==> config.mk <==
export PLATFORM = sky130hd
export DESIGN_NAME = lru_key_cache_flat
export DESIGN_NICKNAME = d
export VERILOG_FILES = /design/src/sv/lkc_pkg.sv /design/src/sv/lkc_req_if.sv /design/src/sv/lkc_rsp_if.sv /design/src/sv/lkc_cell.sv /design/src/sv/lru_key_cache.sv /design/src/flat_wrapper.sv
export VERILOG_INCLUDE_DIRS = /design/src /design/src/sv
export SDC_FILE = /design/constraint.sdc
export NUM_CORES = 1
export LEC_CHECK = 0
export CAP_MARGIN = 0
export CORE_MARGIN = 2
export CORE_UTILIZATION = 50
export DETAILED_ROUTE_END_ITERATION = 8
export DONT_BUFFER_PORTS = 1
export GPL_TIMING_DRIVEN = 0
export PLACE_DENSITY = 0.76
export SLEW_MARGIN = 10
export SYNTH_ARGS = -nofsm -noshare
export SYNTH_HDL_FRONTEND = slang
export SYNTH_HIERARCHICAL = 1
export SYNTH_SLANG_ARGS = --single-unit
==> constraint.sdc <==
create_clock -name i_clk -period 6.18 [get_ports i_clk]
set_clock_uncertainty 0.15 [all_clocks]
set_input_delay 0.618 -clock i_clk [delete_from_list [all_inputs] [get_ports i_clk]]
set_output_delay 0.618 -clock i_clk [all_outputs]
set_load 0.01 [all_outputs]
==> src/sv/assert_macros.svh <==
// Assertion helpers shared by the RTL. They compile to nothing in synthesis.
`ifndef ASSERT_MACROS_SVH
`define ASSERT_MACROS_SVH

`ifndef SYNTHESIS

// A condition that holds at every clock edge outside reset.
`define ASSERT_ALWAYS(label, clk, rst_n, expr) \
    label: assert property (@(posedge clk) disable iff (!(rst_n)) (expr)) \
        else $error("assertion failed");

// A condition that, once seen, implies another one at the next clock edge.
`define ASSERT_NEXT(label, clk, rst_n, ante, cons) \
    label: assert property (@(posedge clk) disable iff (!(rst_n)) (ante) |=> (cons)) \
        else $error("assertion failed");

`else

`define ASSERT_ALWAYS(label, clk, rst_n, expr)
`define ASSERT_NEXT(label, clk, rst_n, ante, cons)

`endif

`endif

==> src/sv/lkc_pkg.sv <==
package lkc_pkg;

    // Field widths.
    localparam int KEY_W = 32;
    localparam int CNT_W = 5;

    // Default number of cells and the capacity after reset.
    localparam int             DEF_MAX_ENTRIES = 16;
    localparam logic [CNT_W-1:0] CAP_RESET     = 5'd16;

    // Largest capacity the configuration register can express.
    localparam int CAP_FIELD_MAX = (1 << CNT_W) - 1;

    // What one cell hands to the next one down the row.
    typedef struct packed {
        logic                    valid;
        logic                    found;
        logic signed [KEY_W-1:0] key;
    } t_link;

endpackage

==> src/sv/lkc_req_if.sv <==
// Access channel: one key per transfer.
interface lkc_req_if;
    logic                             valid;
    logic                             ready;
    logic signed [lkc_pkg::KEY_W-1:0] key;

    modport source (output valid, output key, input ready);
    modport sink   (input valid, input key, output ready);
endinterface

==> src/sv/lkc_rsp_if.sv <==
// Result channel: hit flag and occupancy per transfer.
interface lkc_rsp_if;
    logic                      valid;
    logic                      ready;
    logic                      hit;
    logic [lkc_pkg::CNT_W-1:0] occupancy;

    modport source (output valid, output hit, output occupancy, input ready);
    modport sink   (input valid, input hit, input occupancy, output ready);
endinterface

==> src/sv/lkc_cell.sv <==
// One entry of the recency row. Position in the row is the recency rank:
// the cell nearest the input holds the most recently used key.
module lkc_cell (
    input  logic           i_clk,
    input  logic           i_rst_n,
    input  logic           i_en,
    input  logic           i_keep,
    input  logic signed [lkc_pkg::KEY_W-1:0] i_key,
    input  lkc_pkg::t_link i_link,
    output lkc_pkg::t_link o_link
);

    logic                             r_valid;
    logic                             n_valid;
    logic signed [lkc_pkg::KEY_W-1:0] r_key;
    logic signed [lkc_pkg::KEY_W-1:0] n_key;
    logic                             w_match;
    logic                             w_shift;

    // Compare against the broadcast key; only a valid entry can match.
    assign w_match = r_valid && (r_key == i_key);

    // A cell shifts unless the hit lies nearer the input than this cell.
    assign w_shift = i_en && !i_link.found;

    // Take the neighbor's entry on a shift; the cell past capacity drops it.
    always_comb begin
        n_valid = r_valid;
        n_key   = r_key;
        if (w_shift) begin
            n_valid = i_link.valid && i_keep;
            n_key   = i_link.key;
        end
    end

    always_ff @(posedge i_clk) begin
        if (!i_rst_n) begin
            r_valid <= 1'b0;
        end else begin
            r_valid <= n_valid;
        end
    end

    always_ff @(posedge i_clk) begin
        r_key <= n_key;
    end

    // Pass this entry and the running hit flag down the row.
    assign o_link.valid = r_valid;
    assign o_link.found = i_link.found || w_match;
    assign o_link.key   = r_key;

endmodule

==> src/sv/lru_key_cache.sv <==
// Fully associative LRU key store built as a row of cells ordered by recency.
// For each access the key is compared in every cell at once, the
// hit flag ripples down the row, and on the same clock edge the cells from
// the input through the hit cell (all cells on a miss) shift one place down
// while the key enters the first cell. The result is held in an output
// register, so a new key is taken in every cycle the result side keeps up;
// the ripple of the hit flag through MAX_ENTRIES cells sets the cycle time.
// Capacity values of zero act as one, values above MAX_ENTRIES act as
// MAX_ENTRIES, and a capacity write is ignored unless the store is empty.
// Reset leaves the store empty with capacity 16.
`include "assert_macros.svh"

module lru_key_cache #(
    parameter int MAX_ENTRIES = lkc_pkg::DEF_MAX_ENTRIES
) (
    input  logic                      i_clk,
    input  logic                      i_rst_n,
    input  logic                      i_cfg_we,
    input  logic [lkc_pkg::CNT_W-1:0] i_cfg_wdata,
    lkc_req_if.sink                   i_req,
    lkc_rsp_if.source                 o_rsp
);

    localparam int CAP_LIM = (MAX_ENTRIES > lkc_pkg::CAP_FIELD_MAX) ?
                             lkc_pkg::CAP_FIELD_MAX : MAX_ENTRIES;
    localparam logic [lkc_pkg::CNT_W-1:0] CAP_LIM_V = lkc_pkg::CNT_W'(CAP_LIM);

    logic [lkc_pkg::CNT_W-1:0] r_cap;
    logic [lkc_pkg::CNT_W-1:0] w_eff_cap;
    logic [lkc_pkg::CNT_W-1:0] r_count;
    logic [lkc_pkg::CNT_W-1:0] n_count;
    logic                      r_out_valid;
    logic                      r_hit;
    logic [lkc_pkg::CNT_W-1:0] r_occ;
    logic                      w_accept;
    logic                      w_hit;
    logic [MAX_ENTRIES-1:0]    w_keep;
    logic [MAX_ENTRIES-1:0]    w_valids;
    lkc_pkg::t_link            w_link [MAX_ENTRIES+1];

    // Capacity in use after clamping.
    always_comb begin
        if (r_cap == '0) begin
            w_eff_cap = lkc_pkg::CNT_W'(1);
        end else if (r_cap > CAP_LIM_V) begin
            w_eff_cap = CAP_LIM_V;
        end else begin
            w_eff_cap = r_cap;
        end
    end

    // Capacity register, writable only while the store is empty.
    always_ff @(posedge i_clk) begin
        if (!i_rst_n) begin
            r_cap <= lkc_pkg::CAP_RESET;
        end else if (i_cfg_we && (r_count == '0)) begin
            r_cap <= i_cfg_wdata;
        end
    end

    // Take a key whenever the result register is free or being emptied.
    assign i_req.ready = !r_out_valid || o_rsp.ready;
    assign w_accept    = i_req.valid && i_req.ready;

    // The head of the row sees the incoming key as its upstream entry.
    assign w_link[0].valid = 1'b1;
    assign w_link[0].found = 1'b0;
    assign w_link[0].key   = i_req.key;

    // Row of cells; a cell at or past the capacity never holds an entry.
    for (genvar i = 0; i < MAX_ENTRIES; i++) begin : g_cell
        assign w_keep[i] = (i < CAP_LIM) ? (lkc_pkg::CNT_W'(i) < w_eff_cap) : 1'b0;

        lkc_cell u_cell (
            .i_clk   (i_clk),
            .i_rst_n (i_rst_n),
            .i_en    (w_accept),
            .i_keep  (w_keep[i]),
            .i_key   (i_req.key),
            .i_link  (w_link[i]),
            .o_link  (w_link[i+1])
        );

        assign w_valids[i] = w_link[i+1].valid;
    end

    assign w_hit = w_link[MAX_ENTRIES].found;

    // Occupancy grows on a miss until the capacity is reached.
    always_comb begin
        n_count = r_count;
        if (!w_hit && (r_count < w_eff_cap)) begin
            n_count = r_count + lkc_pkg::CNT_W'(1);
        end
    end

    always_ff @(posedge i_clk) begin
        if (!i_rst_n) begin
            r_count <= '0;
        end else if (w_accept) begin
            r_count <= n_count;
        end
    end

    // Result register, loaded on each accepted key and cleared on transfer.
    always_ff @(posedge i_clk) begin
        if (!i_rst_n) begin
            r_out_valid <= 1'b0;
        end else if (w_accept) begin
            r_out_valid <= 1'b1;
        end else if (o_rsp.ready) begin
            r_out_valid <= 1'b0;
        end
    end

    always_ff @(posedge i_clk) begin
        if (w_accept) begin
            r_hit <= w_hit;
            r_occ <= n_count;
        end
    end

    assign o_rsp.valid     = r_out_valid;
    assign o_rsp.hit       = r_hit;
    assign o_rsp.occupancy = r_occ;

    // The fill count matches the valid cells and never passes the capacity.
    `ASSERT_ALWAYS(a_count_matches_cells, i_clk, i_rst_n,
                   $countones(w_valids) == 32'(r_count))
    `ASSERT_ALWAYS(a_count_in_capacity, i_clk, i_rst_n, r_count <= w_eff_cap)
    // A miss below capacity adds exactly one entry.
    `ASSERT_NEXT(a_miss_grows, i_clk, i_rst_n,
                 w_accept && !w_hit && (r_count < w_eff_cap),
                 r_count == $past(r_count) + lkc_pkg::CNT_W'(1))
    // After any access the most recent key sits valid in the head cell.
    `ASSERT_NEXT(a_head_valid, i_clk, i_rst_n, w_accept,
                 w_valids[0] && (w_link[1].key == $past(i_req.key)))

endmodule

==> src/flat_wrapper.sv <==
// flat-port wrapper written by rule: the top's interface ports become plain ports
module lru_key_cache_flat 
#(
    parameter int MAX_ENTRIES = lkc_pkg::DEF_MAX_ENTRIES
)
  (i_clk, i_rst_n, i_cfg_we, i_cfg_wdata, i_req_valid, i_req_key, i_req_ready, o_rsp_valid, o_rsp_hit, o_rsp_occupancy, o_rsp_ready);
  lkc_req_if i_req_i ();
  lkc_rsp_if o_rsp_i ();
  input  logic i_clk;
  input  logic i_rst_n;
  input  logic i_cfg_we;
  input  logic [lkc_pkg::CNT_W-1:0] i_cfg_wdata;
  input wire logic [$bits(i_req_i.valid)-1:0] i_req_valid;
  input wire logic [$bits(i_req_i.key)-1:0] i_req_key;
  output wire logic [$bits(i_req_i.ready)-1:0] i_req_ready;
  output wire logic [$bits(o_rsp_i.valid)-1:0] o_rsp_valid;
  output wire logic [$bits(o_rsp_i.hit)-1:0] o_rsp_hit;
  output wire logic [$bits(o_rsp_i.occupancy)-1:0] o_rsp_occupancy;
  input wire logic [$bits(o_rsp_i.ready)-1:0] o_rsp_ready;
  assign i_req_i.valid = i_req_valid;
  assign i_req_i.key = i_req_key;
  assign i_req_ready = i_req_i.ready;
  assign o_rsp_valid = o_rsp_i.valid;
  assign o_rsp_hit = o_rsp_i.hit;
  assign o_rsp_occupancy = o_rsp_i.occupancy;
  assign o_rsp_i.ready = o_rsp_ready;
  lru_key_cache #(.MAX_ENTRIES(MAX_ENTRIES)) u_core (.i_clk(i_clk), .i_rst_n(i_rst_n), .i_cfg_we(i_cfg_we), .i_cfg_wdata(i_cfg_wdata), .i_req(i_req_i), .o_rsp(o_rsp_i));
endmodule
After elaboration in Yosys (flattened, before gate mapping)
Cells that the tools add are included.
Widths: inputs -> output; s select.
{"block": "word_totals", "regBits": 545, "output_inout_bits": 8}
{"block": "op_classes", "magnitude_cmp": 18, "eq_ne": 16, "addsub": 1, "n_reduce_logical": 85, "muxes": 5}
{"operator": "$eq 32x32->1", "count": 16}
{"operator": "$logic_and 1x1->1", "count": 49}
{"operator": "$lt 4x5->1 const A", "count": 8}
{"operator": "$lt 3x5->1 const A", "count": 4}
{"operator": "$logic_not 1->1", "count": 17}
{"operator": "$logic_or 1x1->1", "count": 16}
{"operator": "$mux 5", "count": 3}
{"operator": "$logic_not 5->1", "count": 2}
{"operator": "$lt 1x5->1 const A", "count": 2}
{"operator": "$lt 2x5->1 const A", "count": 2}
{"operator": "$add 5x1->5 const B", "count": 1}
{"operator": "$gt 5x5->1 const B", "count": 1}
{"operator": "$lt 5x5->1", "count": 1}
{"operator": "$mux 1", "count": 2}
{"operator": "$reduce_bool 2->1", "count": 1}

Depth between registers and ports, before layout
{"block": "logic_depth", "ltp_word": 20, "ltp_mapped": 24}

Modules after synthesis
Netlist, hierarchy kept.
{"mod": "lkc_cell", "cells_per_inst": 82, "area_per_inst_um2": 1368.8, "instances": 16, "seq_area_each_um2": 980.9}
{"mod": "lru_key_cache", "cells_per_inst": 111, "area_per_inst_um2": 999.7, "instances": 1, "seq_area_each_um2": 400.4}

Worst setup path before layout
OpenSTA, ideal clock, no wires.
{"block": "synth_path", "path_kind": "input port to flip-flop", "startpoint": "input i_req_key[5]", "endpoint": "register u_core/g_cell[15].u_cell/r_key[0] in the netlist's numbering, enable pin", "setup_slack_ns": 0.300, "path_buffers": 0, "path_stages": 19, "t_arrival_ns": 5.303, "path_cell_list": "xor2_1 > nor4_1 > and3_1 > a31o_1 > a31o_1 > a31o_1 > a31o_1 > a31o_1 > a31o_1 > a31o_1 > a31o_1 > a31o_1 > a31o_1 > a31o_1 > a31o_1 > a31o_1 > a31o_1 > a31o_1 > nor2b_1"}
{"item": "start: declaration", "line_no": "flat_wrapper.sv:14", "text": "input wire logic [$bits(i_req_i.key)-1:0] i_req_key;"}
{"item": "end signal: assignment", "line_no": "lkc_cell.sv:45", "text": "r_key <= n_key;"}
{"item": "end: declaration", "line_no": "lkc_cell.sv:15", "text": "logic signed [lkc_pkg::KEY_W-1:0] r_key;"}

==> flow_metrics.tcl <==
set metrics [dict create \
    hpwl_mm 26.5 \
    timing_hold_violations_final 0 \
    status "completed" \
    finalNetCount 1571 \
    detail-route-antenna-nets 0 \
    hold_class "input port to flop" \
    io_buffer_count 0 \
    n_antenna_cell 0 \
    slew_headroom_pct 37.7 \
    remaining_global_route_overflow 0 \
    avgRoutedWirePerCell_um 17.9 \
    detail_route.drc_violations 0 \
    placement_rows 78 \
    yosysWarnings 6 \
    clk_root_buffer_cell "sky130_fd_sc_hd__clkbuf_16" \
    first_global_vias 11800 \
    gpl.final_weighted_congestion 0.817 \
    path_class "flop to flop" \
    vias 11300 \
    worst-endpoint-required_ns 6.56 \
    start_kind "flop" \
    rsz0062_at_grt "false" \
    finalPower_mw 8.02 \
    grt_pass1_wl_mm 62.3 \
    die_w_um 218 \
    synthesis.instances 1422 \
    leakagePower_nw 8.03 \
    worst_case_setup_slack_after_placement_ns -0.252 \
    cts_buffers 53 \
    drt_first_iter_violations 755 \
    worst_setup_path_end_kind "flop" \
    power_density_mw_per_mm2 308 \
    critical_path.max_fanout 6 \
    detail_route.vias_per_cell 5.23 \
    postSynthAreaPerCell_um2 16.1 \
    tritoncts_num_sinks 545 \
    final-setup-viol-count 0 \
    netlist_area_mm2 0.0229 \
    timing.fmax_ghz 0.169 \
    timing.final.ws_setup_ns 0.253 \
    io-pin-count 50 \
    antenna_violations_before_repair 1 \
    drt_wl_total_mm 38.9 \
    worst_setup_hold_path_clk_slew_ns 0.06 \
    floorplan.die.height_um 218 \
    clock_tree.buffer_depth 3 \
    grt.total_usage_pct 16.9 \
    seq_area_mm2 0.0161 \
    drv.max_cap_violation_count 0 \
    worst_ir_drop_vdd_mv 0.235 \
    grt_start_max_net_pins 35 \
    initial_core_util_pct 50.6 \
    htreeDepth 2 \
    data_arrival_time_of_the_worst_path_ns 6.31 \
    post_route_cells_drive_above_1_share_pct 8.17 \
    tritoncts_clock_tree "yes" \
    worst_pin_slew_ns 0.933 \
    timing.final.crit_share_pct 95.9 \
    clkLatencyLatePin_ns 0.61 \
    drtPass1Iterations 5 \
    syn2layout_area_growth_pct 13.6 \
    multiInputGateArea_mm2 0.00679 \
    die-area_mm2 0.0475 \
    worst-r2r-setup-slack_ns 0.25 \
    core_region_area_mm2 0.0453 \
    final_period_minus_worst_setup_slack_ns 5.93 \
    layout_fillers 3373 \
    maxSlewViolCount 0 \
]
-- placed cells by master (no fill, tap or decap), types with 2 or more instances in the layout --
master / n
sky130_fd_sc_hd__or3_1: 3
sky130_fd_sc_hd__xor2_1: 67
sky130_fd_sc_hd__nand2_1: 13
sky130_fd_sc_hd__nor2_1: 5
sky130_fd_sc_hd__buf_4: 24
sky130_fd_sc_hd__inv_1: 7
sky130_fd_sc_hd__nand3_1: 35
sky130_fd_sc_hd__nor4_1: 32
sky130_fd_sc_hd__o31ai_1: 4
sky130_fd_sc_hd__mux2i_1: 4
sky130_fd_sc_hd__conb_1: 4
sky130_fd_sc_hd__nor3_1: 18
sky130_fd_sc_hd__and3_1: 16
sky130_fd_sc_hd__a21boi_1: 19
sky130_fd_sc_hd__edfxtp_1: 518
sky130_fd_sc_hd__nand4_1: 96
sky130_fd_sc_hd__nor2b_1: 4
sky130_fd_sc_hd__a21o_1: 2
sky130_fd_sc_hd__clkbuf_16: 54
sky130_fd_sc_hd__xnor2_1: 449
sky130_fd_sc_hd__nor2b_4: 16
sky130_fd_sc_hd__bufinv_16: 8
sky130_fd_sc_hd__nand2b_1: 17
sky130_fd_sc_hd__clkinv_1: 10
sky130_fd_sc_hd__clkinv_2: 12
sky130_fd_sc_hd__clkinvlp_4: 2
sky130_fd_sc_hd__dfxtp_1: 27
sky130_fd_sc_hd__o211ai_1: 2
sky130_fd_sc_hd__a31o_1: 15
sky130_fd_sc_hd__o21ai_0: 9
sky130_fd_sc_hd__dlygate4sd3_1: 36
sky130_fd_sc_hd__clkbuf_1: 15
sky130_fd_sc_hd__ha_1: 5
sky130_fd_sc_hd__or4_1: 2
-- stage by stage --
stage,cell area [um^2],hold WS (ns),setup TNS [ns],cells,util [%]
2_1_floorplan,22900,0.291,0,1424,-
3_3_place_gp,23700,0.300,-22.69,2024,52.2
3_5_place_dp,23800,0.304,-1.37,2024,52.5
4_1_cts,26000,0.000812,0,2161,57.3
5_1_grt,26000,0.0113,0,2166,57.4
6_report,26000,0.0320,0,2166,57.4
-- final cells by class --
class	instances	area share (%)
buffer	22	0.568
clock buffer	64	5.34
clock inverter	33	1.48
inverter	8	0.115
multi-input combinational	849	26.1
sequential	545	61.9
tap	600	2.89
timing repair buffer	45	1.64
-- layer usage --
metal | global-route usage [%] | wire length (um) | part of all wire [%]
met1 | 21.5 | 16400 | 42
met4 | 4.92 | 744 | 1.9
met5 | 0 | 0 | 0
met2 | 29.9 | 20000 | 51
met3 | 2.69 | 1730 | 4.5
-- repair_timing --
action | 4_1_cts | 5_1_grt
resized for setup | 4 | 3
pin swaps | 2 | 3
buffers inserted | 4 | 5
hold buffers | 36 | 0
endpoints found under the setup margin | 7 | 10
endpoints found under the hold margin | 40 | 0
gates cloned | 0 | 0
-- worst max-delay path, cell delays in order (launching register included) --
cell,delay [ns]
sky130_fd_sc_hd__edfxtp_1,0.41
sky130_fd_sc_hd__xor2_1,0.19
sky130_fd_sc_hd__nor4_1,0.08
sky130_fd_sc_hd__and3_1,0.16
sky130_fd_sc_hd__a31o_1,0.25
sky130_fd_sc_hd__a31o_1,0.25
sky130_fd_sc_hd__a31o_1,0.25
sky130_fd_sc_hd__a31o_1,0.22
sky130_fd_sc_hd__a31o_1,0.21
sky130_fd_sc_hd__a31o_1,0.24
sky130_fd_sc_hd__a31o_1,0.23
sky130_fd_sc_hd__a31o_1,0.24
sky130_fd_sc_hd__a31o_1,0.22
sky130_fd_sc_hd__a31o_1,0.24
sky130_fd_sc_hd__a31o_1,0.24
sky130_fd_sc_hd__a31o_1,0.24
sky130_fd_sc_hd__a31o_1,0.23
sky130_fd_sc_hd__a31o_1,0.22
sky130_fd_sc_hd__a31o_1,0.22
sky130_fd_sc_hd__a31o_4,0.23
sky130_fd_sc_hd__a2111oi_4,0.24
sky130_fd_sc_hd__a32oi_4,0.21
sky130_fd_sc_hd__or4_4,0.55
sky130_fd_sc_hd__a21boi_2,0.15
-- flip-flops by register name, summed over array words and instances (netlist names) --
name / cells
u_core/o_rsp.occupancy: 5
u_core/r_cap: 5
u_core/r_count: 5
u_core/o_rsp.hit: 1
u_core/o_rsp.valid: 1
u_core/g_cell.u_cell/r_valid: 16
u_core/g_cell.u_cell/r_key: 512
-- final timing paths --
path	start	depth (start not counted)	endpoint
min reg2reg	u_core/g_cell[8].u_cell/r_key[2]$_DFFE_PP_	0	u_core/g_cell[9].u_cell/r_key[2]$_DFFE_PP_
max reg2reg	u_core/g_cell[0].u_cell/r_key[5]$_DFFE_PP_	23	u_core/r_count[4]$_SDFFE_PN0P_
min	i_rst_n	1	u_core/g_cell[10].u_cell/r_valid$_SDFFE_PN0P_
max	u_core/g_cell[0].u_cell/r_key[5]$_DFFE_PP_	23	u_core/r_count[4]$_SDFFE_PN0P_
-- where the power goes --
| part | switching (mW) | internal [mW] |
|---|---|---|
| Clock | 1.33 | 1.94 |
| Sequential | 0.0880 | 4.21 |
| Combinational | 0.216 | 0.244 |
| Total | 1.63 | 6.39 |
(Power assumes the default switching activity.)
